--- src/hw/rtl/wssc_pkg.sv ---
// Shared types, constants and saturation helpers for the wall sensor
// steering control core. No dependencies.
`default_nettype none

package wssc_pkg;

  localparam int SAMPLE_BITS   = 12;
  localparam int GAIN_BITS     = 8;
  localparam int ERR_BITS      = 14;
  localparam int WIDE_ERR_BITS = SAMPLE_BITS + 3;
  localparam int DRIVE_BITS    = 16;
  localparam int PROD_BITS     = GAIN_BITS + WIDE_ERR_BITS + 1;
  localparam int CFG_IDX_BITS  = 3;
  localparam int CFG_DATA_BITS = SAMPLE_BITS;
  localparam int SPEED_BITS    = 3;
  localparam int WALL_BITS     = 8;

  localparam logic [SAMPLE_BITS-1:0] JUMP_THRESHOLD  = SAMPLE_BITS'(20);
  localparam logic [SAMPLE_BITS:0]   THRESHOLD_RAISE = (SAMPLE_BITS + 1)'(20);

  localparam logic [WALL_BITS-1:0] WALL_FRONT = 8'h88;
  localparam logic [WALL_BITS-1:0] WALL_RIGHT = 8'h44;
  localparam logic [WALL_BITS-1:0] WALL_LEFT  = 8'h11;

  localparam logic signed [WIDE_ERR_BITS-1:0] ERR_MAX =
    WIDE_ERR_BITS'((1 << (ERR_BITS - 1)) - 1);
  localparam logic signed [WIDE_ERR_BITS-1:0] ERR_MIN =
    WIDE_ERR_BITS'(-(1 << (ERR_BITS - 1)));
  localparam logic signed [PROD_BITS-1:0] DRIVE_MAX =
    PROD_BITS'((1 << (DRIVE_BITS - 1)) - 1);
  localparam logic signed [PROD_BITS-1:0] DRIVE_MIN =
    PROD_BITS'(-(1 << (DRIVE_BITS - 1)));

  typedef enum logic [1:0] {
    PH_SIDE  = 2'd0,
    PH_FRONT = 2'd1,
    PH_CTRL  = 2'd2
  } phase_t;

  typedef enum logic [CFG_IDX_BITS-1:0] {
    REG_BASE_LEFT        = 3'd0,
    REG_BASE_RIGHT       = 3'd1,
    REG_CTRL_THRE_LEFT   = 3'd2,
    REG_CTRL_THRE_RIGHT  = 3'd3,
    REG_GAIN_MODE_ZERO   = 3'd4,
    REG_GAIN_OTHER_MODES = 3'd5,
    REG_WALL_THRE_FRONT  = 3'd6,
    REG_WALL_THRE_SIDE   = 3'd7
  } cfg_reg_t;

  typedef struct packed {
    logic [SAMPLE_BITS-1:0] base_left;
    logic [SAMPLE_BITS-1:0] base_right;
    logic [SAMPLE_BITS-1:0] ctrl_thre_left;
    logic [SAMPLE_BITS-1:0] ctrl_thre_right;
    logic [GAIN_BITS-1:0]   gain_mode_zero;
    logic [GAIN_BITS-1:0]   gain_other_modes;
    logic [SAMPLE_BITS-1:0] wall_thre_front;
    logic [SAMPLE_BITS-1:0] wall_thre_side;
  } cfg_t;

  typedef struct packed {
    logic signed [ERR_BITS-1:0]   err;
    logic signed [DRIVE_BITS-1:0] drive_right;
    logic signed [DRIVE_BITS-1:0] drive_left;
  } steer_t;

  function automatic logic signed [ERR_BITS-1:0] sat_err(
    input logic signed [WIDE_ERR_BITS-1:0] v);
    logic signed [ERR_BITS-1:0] r;
    if (v > ERR_MAX) r = ERR_BITS'(ERR_MAX);
    else if (v < ERR_MIN) r = ERR_BITS'(ERR_MIN);
    else r = ERR_BITS'(v);
    return r;
  endfunction

  function automatic logic signed [DRIVE_BITS-1:0] sat_drive(
    input logic signed [PROD_BITS-1:0] v);
    logic signed [DRIVE_BITS-1:0] r;
    if (v > DRIVE_MAX) r = DRIVE_BITS'(DRIVE_MAX);
    else if (v < DRIVE_MIN) r = DRIVE_BITS'(DRIVE_MIN);
    else r = DRIVE_BITS'(v);
    return r;
  endfunction

endpackage

`default_nettype wire

--- src/hw/rtl/wssc_cfg_regs.sv ---
// Configuration register file for the steering core.
// Depends on wssc_pkg for the register index codes and cfg_t.
`default_nettype none

module wssc_cfg_regs (
  input  wire logic                                clk,
  input  wire logic                                rst,
  input  wire logic                                cfg_we,
  input  wire logic [wssc_pkg::CFG_IDX_BITS-1:0]   cfg_index,
  input  wire logic [wssc_pkg::CFG_DATA_BITS-1:0]  cfg_data,
  output wssc_pkg::cfg_t                           cfg
);

  always_ff @(posedge clk) begin
    if (rst) begin
      cfg.base_left        <= '0;
      cfg.base_right       <= '0;
      cfg.ctrl_thre_left   <= '0;
      cfg.ctrl_thre_right  <= '0;
      cfg.gain_mode_zero   <= wssc_pkg::GAIN_BITS'(1);
      cfg.gain_other_modes <= wssc_pkg::GAIN_BITS'(1);
      cfg.wall_thre_front  <= '0;
      cfg.wall_thre_side   <= '0;
    end else if (cfg_we) begin
      unique case (wssc_pkg::cfg_reg_t'(cfg_index))
        wssc_pkg::REG_BASE_LEFT:        cfg.base_left       <= cfg_data;
        wssc_pkg::REG_BASE_RIGHT:       cfg.base_right      <= cfg_data;
        wssc_pkg::REG_CTRL_THRE_LEFT:   cfg.ctrl_thre_left  <= cfg_data;
        wssc_pkg::REG_CTRL_THRE_RIGHT:  cfg.ctrl_thre_right <= cfg_data;
        wssc_pkg::REG_GAIN_MODE_ZERO: begin
          cfg.gain_mode_zero <= cfg_data[wssc_pkg::GAIN_BITS-1:0];
        end
        wssc_pkg::REG_GAIN_OTHER_MODES: begin
          cfg.gain_other_modes <= cfg_data[wssc_pkg::GAIN_BITS-1:0];
        end
        wssc_pkg::REG_WALL_THRE_FRONT:  cfg.wall_thre_front <= cfg_data;
        wssc_pkg::REG_WALL_THRE_SIDE:   cfg.wall_thre_side  <= cfg_data;
        default: ;
      endcase
    end
  end

endmodule

`default_nettype wire

--- src/hw/rtl/wssc_steer_law.sv ---
// Steering law: jump-raised thresholds, lateral error, gain and saturation.
// Purely combinational; depends on wssc_pkg for cfg_t, steer_t and helpers.
`default_nettype none

module wssc_steer_law (
  input  wire logic [wssc_pkg::SAMPLE_BITS-1:0] latched_right,
  input  wire logic [wssc_pkg::SAMPLE_BITS-1:0] latched_left,
  input  wire logic [wssc_pkg::SAMPLE_BITS-1:0] prev_right,
  input  wire logic [wssc_pkg::SAMPLE_BITS-1:0] prev_left,
  input  wire wssc_pkg::cfg_t                   cfg,
  input  wire logic [wssc_pkg::SPEED_BITS-1:0]  speed_mode,
  output wssc_pkg::steer_t                      steer
);

  localparam int SB = wssc_pkg::SAMPLE_BITS;
  localparam int EW = wssc_pkg::WIDE_ERR_BITS;
  localparam int PW = wssc_pkg::PROD_BITS;

  logic [SB-1:0]               diff_r, diff_l;
  logic                        jump_r, jump_l;
  logic [SB:0]                 thr_r, thr_l;
  logic                        use_r, use_l;
  logic signed [SB:0]          dr, dl;
  logic signed [EW-1:0]        err_wide;
  logic signed [wssc_pkg::ERR_BITS-1:0] err;
  logic [wssc_pkg::GAIN_BITS-1:0] gain;
  logic signed [wssc_pkg::GAIN_BITS:0] gain_s;
  logic signed [PW-1:0]        prod;

  always_comb begin
    diff_r = (latched_right > prev_right) ? latched_right - prev_right
                                          : prev_right - latched_right;
    diff_l = (latched_left > prev_left) ? latched_left - prev_left
                                        : prev_left - latched_left;
    jump_r = diff_r > wssc_pkg::JUMP_THRESHOLD;
    jump_l = diff_l > wssc_pkg::JUMP_THRESHOLD;

    thr_r = {1'b0, cfg.ctrl_thre_right} + (jump_r ? wssc_pkg::THRESHOLD_RAISE : '0);
    thr_l = {1'b0, cfg.ctrl_thre_left} + (jump_l ? wssc_pkg::THRESHOLD_RAISE : '0);
    use_r = {1'b0, latched_right} > thr_r;
    use_l = {1'b0, latched_left} > thr_l;

    dr = $signed({1'b0, latched_right}) - $signed({1'b0, cfg.base_right});
    dl = $signed({1'b0, latched_left}) - $signed({1'b0, cfg.base_left});

    if (use_r && use_l) err_wide = EW'(dl) - EW'(dr);
    else if (use_r) err_wide = -(EW'(dr) + EW'(dr));
    else if (use_l) err_wide = EW'(dl) + EW'(dl);
    else err_wide = '0;
    err = wssc_pkg::sat_err(err_wide);

    gain   = (speed_mode == '0) ? cfg.gain_mode_zero : cfg.gain_other_modes;
    gain_s = $signed({1'b0, gain});
    prod   = PW'(gain_s) * PW'(err);

    steer.err         = err;
    steer.drive_left  = wssc_pkg::sat_drive(prod);
    steer.drive_right = wssc_pkg::sat_drive(-prod);
  end

endmodule

`default_nettype wire

--- src/hw/rtl/wall_sensor_steering_control_core.sv ---
// Wall sensor steering control core: one tick beat in, one result beat out,
// an item every cycle unless the output stalls. Each accepted tick's result
// is valid in the cycle after acceptance, held in the output register; input
// stalls only while it holds a stalled result. Ticks cycle through three phases:
// side samples latched, front samples latched, steering law run. The law
// (threshold compare, error, 8-bit gain multiply, saturation) sits in a single
// combinational stage between the state registers and the output register.
// Depends on wssc_pkg, wssc_cfg_regs and wssc_steer_law.
`default_nettype none

module wall_sensor_steering_control_core (
  input  wire logic                                clk,
  input  wire logic                                rst,
  input  wire logic                                cfg_we,
  input  wire logic [wssc_pkg::CFG_IDX_BITS-1:0]   cfg_index,
  input  wire logic [wssc_pkg::CFG_DATA_BITS-1:0]  cfg_data,
  input  wire logic                                in_valid,
  output logic                                     in_stall,
  input  wire logic [wssc_pkg::SAMPLE_BITS-1:0]    right_sample,
  input  wire logic [wssc_pkg::SAMPLE_BITS-1:0]    left_sample,
  input  wire logic [wssc_pkg::SAMPLE_BITS-1:0]    front_right_sample,
  input  wire logic [wssc_pkg::SAMPLE_BITS-1:0]    front_left_sample,
  input  wire logic                                ctrl_enable,
  input  wire logic [wssc_pkg::SPEED_BITS-1:0]     speed_mode,
  output logic                                     out_valid,
  input  wire logic                                out_stall,
  output logic [1:0]                               phase_done,
  output logic signed [wssc_pkg::DRIVE_BITS-1:0]   drive_right,
  output logic signed [wssc_pkg::DRIVE_BITS-1:0]   drive_left,
  output logic signed [wssc_pkg::ERR_BITS-1:0]     steer_error,
  output logic [wssc_pkg::WALL_BITS-1:0]           wall_bits
);

  localparam int SB = wssc_pkg::SAMPLE_BITS;

  wssc_pkg::cfg_t   cfg;
  wssc_pkg::steer_t steer;
  wssc_pkg::phase_t phase, phase_next;

  logic          in_accept;
  logic          lat_side, lat_front, lat_ctrl, ctrl_run;
  logic [SB-1:0] latched_right, latched_left, latched_front_right, latched_front_left;
  logic [SB-1:0] latched_right_next, latched_left_next;
  logic [SB-1:0] latched_front_right_next, latched_front_left_next;
  logic [SB-1:0] prev_right, prev_left;
  logic signed [wssc_pkg::ERR_BITS-1:0]   error_reg, error_next;
  logic signed [wssc_pkg::DRIVE_BITS-1:0] drive_right_reg, drive_right_next;
  logic signed [wssc_pkg::DRIVE_BITS-1:0] drive_left_reg, drive_left_next;
  logic [wssc_pkg::WALL_BITS-1:0]         wall_next;

  wssc_cfg_regs u_cfg (
    .clk       (clk),
    .rst       (rst),
    .cfg_we    (cfg_we),
    .cfg_index (cfg_index),
    .cfg_data  (cfg_data),
    .cfg       (cfg)
  );

  wssc_steer_law u_law (
    .latched_right (latched_right),
    .latched_left  (latched_left),
    .prev_right    (prev_right),
    .prev_left     (prev_left),
    .cfg           (cfg),
    .speed_mode    (speed_mode),
    .steer         (steer)
  );

  assign in_stall  = out_valid && out_stall;
  assign in_accept = in_valid && !in_stall;

  always_comb begin
    unique case (phase)
      wssc_pkg::PH_SIDE:  phase_next = wssc_pkg::PH_FRONT;
      wssc_pkg::PH_FRONT: phase_next = wssc_pkg::PH_CTRL;
      default:            phase_next = wssc_pkg::PH_SIDE;
    endcase
  end

  always_comb begin
    lat_side  = 1'b0;
    lat_front = 1'b0;
    lat_ctrl  = 1'b0;
    unique case (phase)
      wssc_pkg::PH_SIDE:  lat_side  = in_accept;
      wssc_pkg::PH_FRONT: lat_front = in_accept;
      wssc_pkg::PH_CTRL:  lat_ctrl  = in_accept;
      default: ;
    endcase
  end

  always_comb begin
    ctrl_run = lat_ctrl && ctrl_enable;

    latched_right_next       = lat_side  ? right_sample       : latched_right;
    latched_left_next        = lat_side  ? left_sample        : latched_left;
    latched_front_right_next = lat_front ? front_right_sample : latched_front_right;
    latched_front_left_next  = lat_front ? front_left_sample  : latched_front_left;

    error_next = ctrl_run ? steer.err : error_reg;
    if (ctrl_run) begin
      drive_right_next = steer.drive_right;
      drive_left_next  = steer.drive_left;
    end else if (lat_ctrl) begin
      drive_right_next = '0;
      drive_left_next  = '0;
    end else begin
      drive_right_next = drive_right_reg;
      drive_left_next  = drive_left_reg;
    end

    wall_next = '0;
    if (latched_front_left_next > cfg.wall_thre_front) wall_next |= wssc_pkg::WALL_FRONT;
    if (latched_right_next > cfg.wall_thre_side) wall_next |= wssc_pkg::WALL_RIGHT;
    if (latched_left_next > cfg.wall_thre_side) wall_next |= wssc_pkg::WALL_LEFT;
  end

  // Tick state: advance only on an accepted beat.
  always_ff @(posedge clk) begin
    if (rst) begin
      phase               <= wssc_pkg::PH_SIDE;
      latched_right       <= '0;
      latched_left        <= '0;
      latched_front_right <= '0;
      latched_front_left  <= '0;
      prev_right          <= '0;
      prev_left           <= '0;
      error_reg           <= '0;
      drive_right_reg     <= '0;
      drive_left_reg      <= '0;
    end else if (in_accept) begin
      phase               <= phase_next;
      latched_right       <= latched_right_next;
      latched_left        <= latched_left_next;
      latched_front_right <= latched_front_right_next;
      latched_front_left  <= latched_front_left_next;
      if (ctrl_run) begin
        prev_right <= latched_right;
        prev_left  <= latched_left;
      end
      error_reg       <= error_next;
      drive_right_reg <= drive_right_next;
      drive_left_reg  <= drive_left_next;
    end
  end

  // Result register: load on accept, drop once taken.
  always_ff @(posedge clk) begin
    if (rst) begin
      out_valid <= 1'b0;
    end else if (in_accept) begin
      out_valid <= 1'b1;
    end else if (!out_stall) begin
      out_valid <= 1'b0;
    end
  end

  always_ff @(posedge clk) begin
    if (in_accept) begin
      phase_done  <= phase;
      drive_right <= drive_right_next;
      drive_left  <= drive_left_next;
      steer_error <= error_next;
      wall_bits   <= wall_next;
    end
  end

`ifndef SYNTHESIS
  a_accept_gives_result: assert property (@(posedge clk) disable iff (rst)
    in_accept |=> out_valid)
    else $error("accepted beat produced no result");

  a_side_to_front: assert property (@(posedge clk) disable iff (rst)
    in_accept && phase == wssc_pkg::PH_SIDE |=> phase == wssc_pkg::PH_FRONT)
    else $error("phase did not advance from side to front");

  a_disabled_zero: assert property (@(posedge clk) disable iff (rst)
    lat_ctrl && !ctrl_enable |=> drive_right_reg == '0 && drive_left_reg == '0)
    else $error("disabled control step left drives nonzero");

  a_drive_opposite: assert property (@(posedge clk) disable iff (rst)
    (drive_right_reg + drive_left_reg == 0) || (drive_right_reg + drive_left_reg == -1))
    else $error("drive corrections are not opposite");
`endif

endmodule

`default_nettype wire
--- config.mk ---
export PLATFORM = sky130hd
export DESIGN_NAME = wall_sensor_steering_control_core
export DESIGN_NICKNAME = d
export VERILOG_FILES = /design/src/hw/rtl/wssc_pkg.sv /design/src/hw/rtl/wssc_cfg_regs.sv /design/src/hw/rtl/wssc_steer_law.sv /design/src/hw/rtl/wall_sensor_steering_control_core.sv
export SDC_FILE = /design/constraint.sdc
export NUM_CORES = 1
export LEC_CHECK = 0
export ABC_AREA = 1
export ABC_CLOCK_PERIOD_IN_PS = 28200
export BUFFER_PORTS_ARGS = -buffer_cell sky130_fd_sc_hd__clkbuf_2
export CAP_MARGIN = 20
export CORE_ASPECT_RATIO = 0.7
export CORE_MARGIN = 5
export CORE_UTILIZATION = 65
export CTS_CLUSTER_SIZE = 25
export DETAILED_ROUTE_END_ITERATION = 16
export PLACE_DENSITY = 0.83
export SLEW_MARGIN = 10
export SYNTH_ARGS = -nofsm -noshare
export SYNTH_HDL_FRONTEND = slang
export SYNTH_SLANG_ARGS = --single-unit
export TNS_END_PERCENT = 5
--- constraint.sdc ---
create_clock -name clk -period 28.2 [get_ports clk]
set_clock_uncertainty 0.05 [all_clocks]
set_input_delay 2.82 -clock clk [delete_from_list [all_inputs] [get_ports clk]]
set_output_delay 2.82 -clock clk [all_outputs]
set_load 0.01 [all_outputs]
# ---- Yosys cells after proc, flatten, opt, wreduce, memory -nomap -nowiden
# Index checks and enable logic that the tools add are counted.
dict set report word_totals {
  input_bits 72
  wordCells 110
  register_bits 253
  out_inout_bits 58
}
dict set report classes {
  n_mul 1
  eq_ne 10
  addsub 13
  n_reduce_logical 17
  mux 30
  magnitude_cmp 15
}
# op count
set op_table {}
lappend op_table {{16-bit 2-to-1 mux} 8}
lappend op_table {{12-bit > comparator} 5}
lappend op_table {{12-bit 2-to-1 mux} 5}
lappend op_table {{24-bit by 16-bit > comparator with 1-bit output (second input constant)} 2}
lappend op_table {{24-bit by 16-bit < comparator with 1-bit output (second input constant)} 2}
lappend op_table {{12-bit subtractor} 4}
lappend op_table {{15-bit 2-to-1 mux} 3}
lappend op_table {{14-bit 2-to-1 mux} 3}
lappend op_table {{13-bit by 13-bit adder with 14-bit output} 2}
lappend op_table {{12-bit by 13-bit adder with 13-bit output} 2}
lappend op_table {{12-bit by 13-bit > comparator with 1-bit output} 2}
lappend op_table {{12-bit by 12-bit subtractor with 13-bit output} 2}
lappend op_table {{12-bit by 5-bit > comparator with 1-bit output (second input constant)} 2}
lappend op_table {{24-bit negation} 1}
lappend op_table {{9-bit by 14-bit multiplier with 23-bit output} 1}
lappend op_table {{2-bit AND reduction} 9}
lappend op_table {{8-bit 2-to-1 mux} 2}
lappend op_table {{15-bit by 14-bit > comparator with 1-bit output (second input constant)} 1}
lappend op_table {{15-bit by 14-bit < comparator with 1-bit output (second input constant)} 1}
lappend op_table {{15-bit negation} 1}
lappend op_table {{13-bit by 13-bit subtractor with 14-bit output} 1}
lappend op_table {{3-bit == test (second input constant)} 4}
lappend op_table {{5-bit 2-to-1 mux} 2}
lappend op_table {{7-bit 2-to-1 mux} 1}
lappend op_table {{11 further kinds} 20}

# ---- Depth between registers and ports, before layout
# Gate-level depths: netlist (run 1).
dict set report depth {
  word_depth 18
  mapped_depth 79
  ltp_nobuf 77
}

# ---- Cells and area by module
# A second synthesis (run 1) with hierarchy kept.
dict set report hier_totals {
  cells_unflattened 3018
  area_unflattened_um2 21131.5
}
# module area_each_um2 cells_per_inst n_inst
set modules_own_cells {}
lappend modules_own_cells {wssc_steer_law 10919.2 1720 1}
lappend modules_own_cells {wall_sensor_steering_control_core 6715.2 795 1}
lappend modules_own_cells {wssc_cfg_regs 3497.1 503 1}

# ---- Least setup slack after synthesis (run 1)
# Ideal clock, no wire load.
dict set report synth_timing {
  path_type {register to register}
  from {register latched_right[1]}
  to {register drive_right[0] (netlist name) (data pin)}
  path_buffers 3
  path_slack_ps 17500
  stages_incl_launch_ff 64
  arrival_ps 10396
  cell_sequence {dfxtp_1 -> inv_1 -> fa_1 -> o21ai_0 -> nand2_1 -> nand2_1 -> a21oi_1 -> o21ai_0 -> nand2_1 -> o311ai_0 -> nand2_1 -> clkbuf_1 -> mux2i_1 -> inv_1 -> o21ai_0 -> nor2_1 -> nor4_1 -> nand4_1 -> [... 28 more ...] -> o21ai_1 -> a21o_1 -> a21oi_4 -> xor2_2 -> nand2_1 -> nor2_1 -> nand2_1 -> nor3_1 -> nand4_1 -> nand2_1 -> nand2_1 -> nor2_1 -> nand3_1 -> nand2_2 -> buf_6 -> nand2_2 -> nand2_2 -> nand2_1}
}
dict set report synth_between {
  elab_chain_cells 17
  elab_cells_between_ends 26
  classes_between {8 x add/sub; 1 x mul; 7 x order compare; 9 x mux; 1 x reduce/logical}
}
# element line
set synth_rtl {}
lappend synth_rtl {{start, declared} wall_sensor_steering_control_core.sv:42} ;# logic [SB-1:0] latched_right, latched_left, latched_front_right, latched_front_left;
lappend synth_rtl {{start signal, assigned} wall_sensor_steering_control_core.sv:134} ;# latched_right <= latched_right_next;
lappend synth_rtl {{12-bit subtractor (tied with other cells)} wssc_steer_law.sv:32} ;# : prev_right - latched_right;
lappend synth_rtl {{12-bit 2-to-1 mux} wssc_steer_law.sv:31} ;# diff_r = (latched_right > prev_right) ? latched_right - prev_right
lappend synth_rtl {{12-bit by 5-bit > comparator with 1-bit output} wssc_steer_law.sv:35} ;# jump_r = diff_r > wssc_pkg::JUMP_THRESHOLD;
lappend synth_rtl {{5-bit 2-to-1 mux} wssc_steer_law.sv:38} ;# thr_r = {1'b0, cfg.ctrl_thre_right} + (jump_r ? wssc_pkg::THRESHOLD_RAISE : '0);
lappend synth_rtl {{12-bit by 13-bit adder with 13-bit output} wssc_steer_law.sv:38}
lappend synth_rtl {{12-bit by 13-bit > comparator with 1-bit output} wssc_steer_law.sv:40} ;# use_r = {1'b0, latched_right} > thr_r;
lappend synth_rtl {{15-bit 2-to-1 mux / 1-bit logical AND (equally long branches)} {wssc_steer_law.sv:47, wssc_steer_law.sv:46}}
lappend synth_rtl {{15-bit 2-to-1 mux *} wssc_steer_law.sv:46} ;# if (use_r && use_l) err_wide = EW'(dl) - EW'(dr);
lappend synth_rtl {{[... 2 more ...]} --}
lappend synth_rtl {{14-bit 2-to-1 mux *} wssc_pkg.sv:71} ;# if (v > ERR_MAX) r = ERR_BITS'(ERR_MAX);
lappend synth_rtl {{9-bit by 14-bit multiplier with 23-bit output *} wssc_steer_law.sv:54} ;# prod = PW'(gain_s) * PW'(err);
lappend synth_rtl {{24-bit negation *} wssc_steer_law.sv:58} ;# steer.drive_right = wssc_pkg::sat_drive(-prod);
lappend synth_rtl {{24-bit by 16-bit < comparator with 1-bit output} wssc_pkg.sv:81} ;# else if (v < DRIVE_MIN) r = DRIVE_BITS'(DRIVE_MIN);
lappend synth_rtl {{16-bit 2-to-1 mux} wssc_pkg.sv:81}
lappend synth_rtl {{16-bit 2-to-1 mux *} wssc_pkg.sv:80} ;# if (v > DRIVE_MAX) r = DRIVE_BITS'(DRIVE_MAX);
lappend synth_rtl {{16-bit 2-to-1 mux *} wall_sensor_steering_control_core.sv:102} ;# if (ctrl_run) begin
lappend synth_rtl {{net drive_right_next (one bit)} wall_sensor_steering_control_core.sv:47} ;# logic signed [wssc_pkg::DRIVE_BITS-1:0] drive_right_reg, drive_right_next;
lappend synth_rtl {{end signal, assigned} wall_sensor_steering_control_core.sv:162} ;# drive_right <= drive_right_next;
lappend synth_rtl {{end, declared} wall_sensor_steering_control_core.sv:28} ;# output logic signed [wssc_pkg::DRIVE_BITS-1:0] drive_right,
# Mark *: on every way through the listed nets, which the timed path passes. The rest lies on a longest branch.
# A chain may end at the register's enable or synchronous reset.

# ---- Final worst setup path (run 1)
dict set report layout_timing {
  from {register latched_right[1]}
  to {register drive_right[10] (netlist name) (data pin)}
}
# The elaborated chain is that of the path after synthesis.

==> results of run 1 <==
[worst max-delay path by stage]
stage | from | end | slack [ns] | cells past startpoint
after floorplan | latched_right[1] | drive_right[0] | 17.50 | 63
after CTS | latched_right[1] | drive_right[10] | 14.17 | 67
after detailed placement | latched_right[1] | drive_right[10] | 14.48 | 67
after global placement | latched_right[1] | drive_right[11] | 14.77 | 67
final | latched_right[1] | drive_right[10] | 13.61 | 67
after global routing | latched_right[1] | drive_right[10] | 12.53 | 67
[critical path: cells and delay by family (launching register included)]
| kind | cells | cell delay [ns] |
|---|---|---|
| buffers and inverters | 7 | 0.99 |
| XOR/XNOR | 1 | 0.10 |
| adder cells (fa/ha/maj) | 8 | 3.36 |
| flip-flops | 1 | 0.60 |
| AND/OR/NAND/NOR | 42 | 6.64 |
| AO/OA/AOI/OAI | 9 | 2.55 |
[kinds of logic after synthesis]
logic type / Yosys count / share of synthesized area
buf+inv: 577 / 0.110
simple gates: 1000 / 0.212
compound gates: 542 / 0.150
other cells: 1 / 0.000186
flops: 248 / 0.271
xor+xnor: 80 / 0.0361
fa+ha+maj: 294 / 0.218
mux: 4 / 0.00198
[power groups by stage]
stage | sequential [mW] | combinational, mW | clock [mW]
final | 0.393 | 1.41 | 0.379
after detailed placement | 0.401 | 1.35 | 0
after floorplan | 0.399 | 1.05 | 0
after global placement | 0.400 | 1.32 | 0
after global routing | 0.395 | 1.57 | 0.397
after CTS | 0.393 | 1.37 | 0.380
[routing by layer]
layer  vias to the layer above  routed length, microns  global-route usage
met5                         -                       0                   0
met4                         0                    1560              0.0826
met3                       146                    6450              0.0763
met2                       878                   22800               0.474
met1                      8612                   25000               0.478
li1                       8919                       -                   -
[cell type report]
| type | instances | area [sq um] | area share |
|---|---|---|---|
| Multi-Input combinational cell | 1922 | 12500 | 0.569 |
| Sequential cell | 248 | 5480 | 0.249 |
| Inverter | 499 | 1870 | 0.0852 |
| Clock buffer | 33 | 728 | 0.0331 |
| Timing Repair Buffer | 127 | 668 | 0.0304 |
| Tap cell | 420 | 526 | 0.0239 |
| Clock inverter | 13 | 200 | 0.00910 |
[per-stage QoR]
| step | power (mW) | cell area, sq um | setup slack [ns] | utilization | cells |
|---|---|---|---|---|---|
| global placement | 1.72 | 21100 | 14.77 | 0.680 | 3215 |
| finish | 2.18 | 22000 | 13.61 | 0.711 | 3262 |
| detailed placement | 1.76 | 21100 | 14.48 | 0.681 | 3216 |
| floorplan | 1.45 | 20200 | 17.50 | - | 2747 |
| CTS | 2.15 | 22000 | 14.17 | 0.711 | 3262 |
| global route | 2.36 | 22000 | 12.53 | 0.711 | 3262 |
[Yosys cell counts (14+ instances only)]
cell      number  area [sq um]
nor2_1       316          1190
inv_2         16          60.1
o21ai_0      229          1150
a21oi_2       14           123
nand3_1       66           330
fa_1          97          1940
nand2_2       47           294
xor2_1        44           385
edfxtp_1      51          1530
clkbuf_1      63           236
a21o_1        14           105
xnor2_1       32           280
nor3_1        15          75.1
dfxtp_1      197          3940
ha_1         197          2460
nand2_1      468          1760
inv_1        478          1790
nand4_1       33           206
a21oi_1      197           986
==> flow_summary.toml, run 1 <==
[status]
status = "completed"

[clock_tree]
cts.clk_slew.worst_paths_ns = 0.07
numClockSinks = 248
clock_latency_ns = 0.56
cts_buffers = 25
cts_setup_buffers = 0
cts_hold_buf = 0
clockBufferDepth = 3
cts_root_buf = "clkbuf_16"
cts_tree = "built"
htree_levels = 1
cts_resized = 0

[sta]
timing.hold.ws_ns = 0.402
rsz0062_at_grt = "false"
fmax_ghz = 0.0685
period_needed_ns = 14.59
setup-tns-final_ns = 0
tightest_slew_ns = 1.02
final_hold_viol_count = 0
fin_crit_sh = 0.517
drv_slew = 0
relSlewSlack = 0.321
setup_violations = 0

[power]
p_sw_mw = 1.12
p_comb_frac = 0.646
ir_drop_uv = 67.0
swShare = 0.513
p_leak_nw = 10.7
cellPowerDensity_nw_per_um2 = 99.2
power_frac_seq = 0.180
intPower_mw = 1.06
clkPwrFrac = 0.174

[setup_path]
crit_type = "flop to flop"
ff2ff_path_depth = 67
critPathMaxFanout = 16
cp-end-kind = "flop"
rrSetupSlack_ns = 13.61
cp_common_cell = "nand2_1"
cp.required_ns = 28.45
reg2reg_to = "drive_right[10]"
worstPathArrival_ns = 14.84
cp-start-kind = "flop"
cpMaxStageDelayCell = "a21oi_1"
timing.rr.start = "latched_right[1]"
max_stage_delay_ns = 0.81

[routing]
routed_via_density = 5.69
num_vias = 18555
ant_nets = 0
drc = 0
drt-wirelength-per-cell_microns = 17.1
drt_iter0_markers = 1746
firstDrtPassIters = 6
totalWireLength_microns = 55800

[placed_design]
dpl.hpwl_microns = 42700
portBuffers = 115
gp_congestion = 0.942

[grt]
first_global_vias = 17874
track_usage = 0.322
grt_pass1_wl_microns = 90300
globalRouteOverflowTotal = 0
grt_start_max_net_pins = 114
antenna_found_initial = 0

[job]
cap_violations = 0

[die]
placementRows = 54
die_h_microns = 158
start_util = 0.653
core_sq_um = 30900
ioPinCount = 130
die_area_sq_um = 34800
die_w_microns = 221

[logic_synthesis]
synth.avg_cell_area_sq_um = 7.36
synthArstFlopShare = 0
ys_ff_latch = 248
yosysUniqueCellTypes = 64
syn-cell-area_sq_um = 20200
seq_area_frac_synth = 0.271
synth_edf_count = 51
syn_inst = 2746
synth-main-ff-cell = "dfxtp_1"
yosysWarnings = 0

[finish]
flow.area_growth_from_synthesis_pct = 8.80
antenna_cells = 0
final_cell_mix = "inv_1 (477), nand2_1 (467), nor2_1 (315)"
mostFrequentLayoutCell = "inv_1"
nFillCells = 2561
layout-drive-gt1-share = 0.101
finalNetCount = 3189
largest_reg_flops = 88

[min_path]
hold_end = "u_cfg.cfg[32]"
worst_hold_startpoint = "u_cfg.cfg[32]"
hp-class = "flop to flop"
whs_path_depth = 2
No activity file was read; power rests on OpenSTA's default activity.
==> run 2, diff against run 1 <==
ABC_CLOCK_PERIOD_IN_PS = 13000   (was 28200)
CORE_UTILIZATION = 57   (was 65)
PLACE_DENSITY = 0.77   (was 0.83)
clock period = 13 ns   (was 28.2 ns; I/O delays follow)
==> flow_summary.toml, run 2 (synthesized netlist as in run 1, its figures left out) <==
[sta]
relSlewSlack = 0.310
setup_violations = 0
tightest_slew_ns = 1.02
postLayoutSetupSlackWorst_ns = 0.665
fin_crit_sh = 0.949
setup-tns-final_ns = 0
drv_slew = 0
fmax_ghz = 0.0811
period_needed_ns = 12.33
final_hold_viol_count = 0

[power]
p_leak_nw = 11.1
cellPowerDensity_nw_per_um2 = 227
ir_drop_uv = 218

[clock_tree]
cts.clk_slew.worst_paths_ns = 0.06
htree_levels = 1
clockBufferDepth = 3
cts_root_buf = "clkbuf_16"
cts_tree = "built"
cts_buffers = 25
numClockSinks = 248
cts_hold_buf = 0
clock_latency_ns = 0.56

[status]
status = "completed"

[die]
core_sq_um = 34900
die_area_sq_um = 39400
ioPinCount = 130
die_h_microns = 168
die_w_microns = 235
start_util = 0.580
placementRows = 57

[setup_path]
worstPathArrival_ns = 12.59
reg2reg_to = "drive_right[12]"
cp.required_ns = 13.26
cpMaxStageDelayCell = "fa_1"
cp-start-kind = "flop"
cp-end-kind = "flop"
timing.rr.start = "latched_right[0]"
cp_common_cell = "nand2_1"
ff2ff_path_depth = 66
crit_type = "flop to flop"
max_stage_delay_ns = 0.59
rrSetupSlack_ns = 0.67
critPathMaxFanout = 15

[routing]
routed_via_density = 5.51
drt_iter0_markers = 1995
drc = 0
firstDrtPassIters = 9
num_vias = 18710
ant_nets = 0
drt-wirelength-per-cell_microns = 16.8
totalWireLength_microns = 57100

[grt]
globalRouteOverflowTotal = 0
grt_pass1_wl_microns = 92500
grt_start_max_net_pins = 114
antenna_found_initial = 0
first_global_vias = 17989
track_usage = 0.283

[placed_design]
dpl_cell_area_sq_um = 21700
dp_cells = 3342
gp_congestion = 0.960
portBuffers = 115
post-place-ws_ns = 0.442
dpl.hpwl_microns = 44200

[finish]
final_area_sq_um = 22600
final_cells = 3394
flow.area_growth_from_synthesis_pct = 11.9
mostFrequentLayoutCell = "inv_1"
largest_reg_flops = 88
finalNetCount = 3270
nFillCells = 3042
layout-drive-gt1-share = 0.133
antenna_cells = 0
final_cell_mix = "inv_1 (473), nand2_1 (461), nor2_1 (312)"

[job]
cap_violations = 0

[min_path]
whs_path_depth = 2
hp-class = "flop to flop"
worst_hold_startpoint = "u_cfg.cfg[35]"
hold_end = "u_cfg.cfg[35]"
==> run 2: changes by cell type in the layout (fill, tap and decap cells not counted), sizes merged <==
cell | previous run | this run
buf | 13 | 94
bufinv | 5 | 1
clkbuf | 147 | 145
clkinv | 10 | 13
clkinvlp | 2 | 3
inv | 495 | 496
==> run 2: per-layer routing <==
| metal | up-vias | share of wire | track usage | wire (microns) |
|---|---|---|---|---|
| met5 | - | 0 | 0 | 0 |
| met4 | 0 | 0.022 | 0.0670 | 1270 |
| met3 | 101 | 0.092 | 0.0406 | 5250 |
| met2 | 780 | 0.41 | 0.414 | 23200 |
| met1 | 8728 | 0.48 | 0.441 | 27400 |
| li1 | 9101 | - | - | - |
==> run 2: worst max-delay path by stage <==
| stage | slack [ns] | endpoint | startpoint |
|---|---|---|---|
| 4_1_cts | 0.37 | drive_right[12] | latched_right[0] |
| 3_5_place_dp | 0.44 | drive_right[12] | latched_right[0] |
| 5_1_grt | -0.08 | drive_right_reg[11] | latched_right[0] |
| 6_report | 0.67 | drive_right[12] | latched_right[0] |
| 2_1_floorplan | 2.30 | drive_right[0] | latched_right[1] |
| 3_3_place_gp | 0.79 | drive_right[10] | latched_right[0] |
==> run 2: layout make-up <==
type                       instances  area [sq um]  area share
tap                              472           591      0.0261
inverter                         499          1880      0.0833
clock inverter                    14           115     0.00509
multi-input combinational       1922         12600       0.557
clock buffer                      31           658      0.0291
timing repair buffer             208          1290      0.0570
sequential                       248          5480       0.242
==> run 2: per-stage QoR <==
stage	total power [mW]	hold WS, ns	utilization
2_1_floorplan	3.15	0.374	-
3_3_place_gp	4.23	0.383	0.622
3_5_place_dp	4.29	0.393	0.622
4_1_cts	5.02	0.405	0.644
5_1_grt	5.57	0.430	0.648
6_report	5.14	0.404	0.648
==> run 2: critical path: cells and delay by family, from the launching register on <==
kind | cells | cell delay (ns)
simple gates | 34 | 4.22
fa+ha+maj | 10 | 3.77
compound gates | 13 | 2.14
buf+inv | 8 | 1.20
flops | 1 | 0.38
xor+xnor | 1 | 0.32
==> run 2: power breakdown <==
part | internal [mW] | leakage [nW] | switching, mW
combinational | 1.36 | 8.57 | 2.23
clock | 0.383 | 0.387 | 0.316
sequential | 0.825 | 2.12 | 0.0255
==> run 2: timing repair <==
item / 4_1_cts / 5_1_grt
buffers inserted: 0 / 7
resized for setup: 0 / 29
endpoints found under the setup margin: 0 / 62
==> run 3, diff against run 2 <==
PLACE_DENSITY = 0.79   (was 0.77)
==> flow_summary.toml, run 3 (synthesized netlist as in run 1, its figures left out) <==
[sta]
tightest_slew_ns = 1.04
fin_crit_sh = 0.946
period_needed_ns = 12.30
setup-tns-final_ns = 0
relSlewSlack = 0.308
timing.hold.ws_ns = 0.399
postLayoutSetupSlackWorst_ns = 0.701
drv_slew = 0
fmax_ghz = 0.0813
setup_violations = 0
final_hold_viol_count = 0

[grt]
track_usage = 0.277
grt_pass1_wl_microns = 90100
globalRouteOverflowTotal = 0
grt_start_max_net_pins = 114
antenna_found_initial = 1
first_global_vias = 17658

[clock_tree]
clock_latency_ns = 0.56
cts.clk_slew.worst_paths_ns = 0.06
cts_root_buf = "clkbuf_16"
numClockSinks = 248
htree_levels = 1
clockBufferDepth = 3
cts_buffers = 27
cts_tree = "built"

[placed_design]
portBuffers = 115
dpl_cell_area_sq_um = 21400
dpl.hpwl_microns = 43400
post-place-ws_ns = 0.304
gp_congestion = 0.972
dp_cells = 3296

[finish]
mostFrequentLayoutCell = "inv_1"
finalNetCount = 3226
fin_util = 0.642
final_area_sq_um = 22400
flow.area_growth_from_synthesis_pct = 10.8
layout-drive-gt1-share = 0.120
largest_reg_flops = 88
final_cells = 3352
nFillCells = 2995
final_cell_mix = "inv_1 (475), nand2_1 (462), nor2_1 (313)"
antenna_cells = 0

[setup_path]
cp-end-kind = "flop"
reg2reg_to = "drive_right[10]"
cp_common_cell = "nand2_1"
cp.required_ns = 13.26
worstPathArrival_ns = 12.55
rrSetupSlack_ns = 0.70
critPathMaxFanout = 15
max_stage_delay_ns = 0.55
cp-start-kind = "flop"
timing.rr.start = "latched_right[0]"
crit_type = "flop to flop"
cpMaxStageDelayCell = "fa_1"
ff2ff_path_depth = 67

[routing]
drc = 0
num_vias = 18460
firstDrtPassIters = 6
ant_nets = 0
drt_iter0_markers = 1889
totalWireLength_microns = 56200
routed_via_density = 5.51
drt-wirelength-per-cell_microns = 16.8

[die]
core_sq_um = 34900
ioPinCount = 130
die_area_sq_um = 39400
start_util = 0.580
die_h_microns = 168
placementRows = 57
die_w_microns = 235

[power]
power_mw = 4.95
power_frac_seq = 0.172
p_comb_frac = 0.672
clkPwrFrac = 0.156
ir_drop_uv = 148
p_sw_mw = 2.52
intPower_mw = 2.42
p_leak_nw = 10.9
cellPowerDensity_nw_per_um2 = 221
swShare = 0.510

[min_path]
hold_end = "u_cfg.cfg[38]"
worst_hold_startpoint = "u_cfg.cfg[38]"
hp-class = "flop to flop"
whs_path_depth = 2

[job]
cap_violations = 0

[status]
status = "completed"
-- run 3: worst max path at each step --
stage,startpoint,to
final,latched_right[0],drive_right[10]
after global routing,latched_right[0],drive_right[10]
after CTS,latched_right[2],drive_right[10]
after detailed placement,latched_right[2],drive_right[0]
after global placement,latched_right[0],drive_right[10]
after floorplan,latched_right[1],drive_right[0]
-- run 3: worst max-delay path, delay by kind of cell, from the launching register on --
kind            cells  cell delay (ns)
compound gates     14             2.23
xor+xnor            2             0.39
fa+ha+maj           9             3.70
buf+inv             9             1.27
flops               1             0.35
mux                 1             0.18
simple gates       32             3.88
-- run 3: area by class of cell --
class                      instances  area [sq um]  area share
clock buffer                      36           751      0.0335
multi-input combinational       1922         12600       0.564
tap                              472           591      0.0264
clock inverter                    13           134     0.00598
timing repair buffer             162           943      0.0421
inverter                         499          1880      0.0840
sequential                       248          5480       0.245
-- run 3: per-layer routing --
metal  global-route usage  up-vias  part of all wire
met4               0.0629        2             0.022
li1                     -     8998                 -
met3               0.0656       92             0.098
met5                    0        -           0.00023
met1                0.414     8599              0.47
met2                0.406      769              0.41
-- run 3: power groups by stage --
stage                     Sequential, mW  Combinational (mW)  Clock [mW]
after floorplan                    0.865                2.28           0
after global placement             0.865                3.07           0
after detailed placement           0.867                3.14           0
after CTS                          0.850                3.17       0.788
after global routing               0.854                3.65       0.825
final                              0.851                3.32       0.773
-- run 3: timing repair --
action / in CTS / in global routing
setup endpoints to repair: 0 / 62
buffers inserted: 0 / 7
resized for setup: 0 / 31
hold buffers: 0 / 0
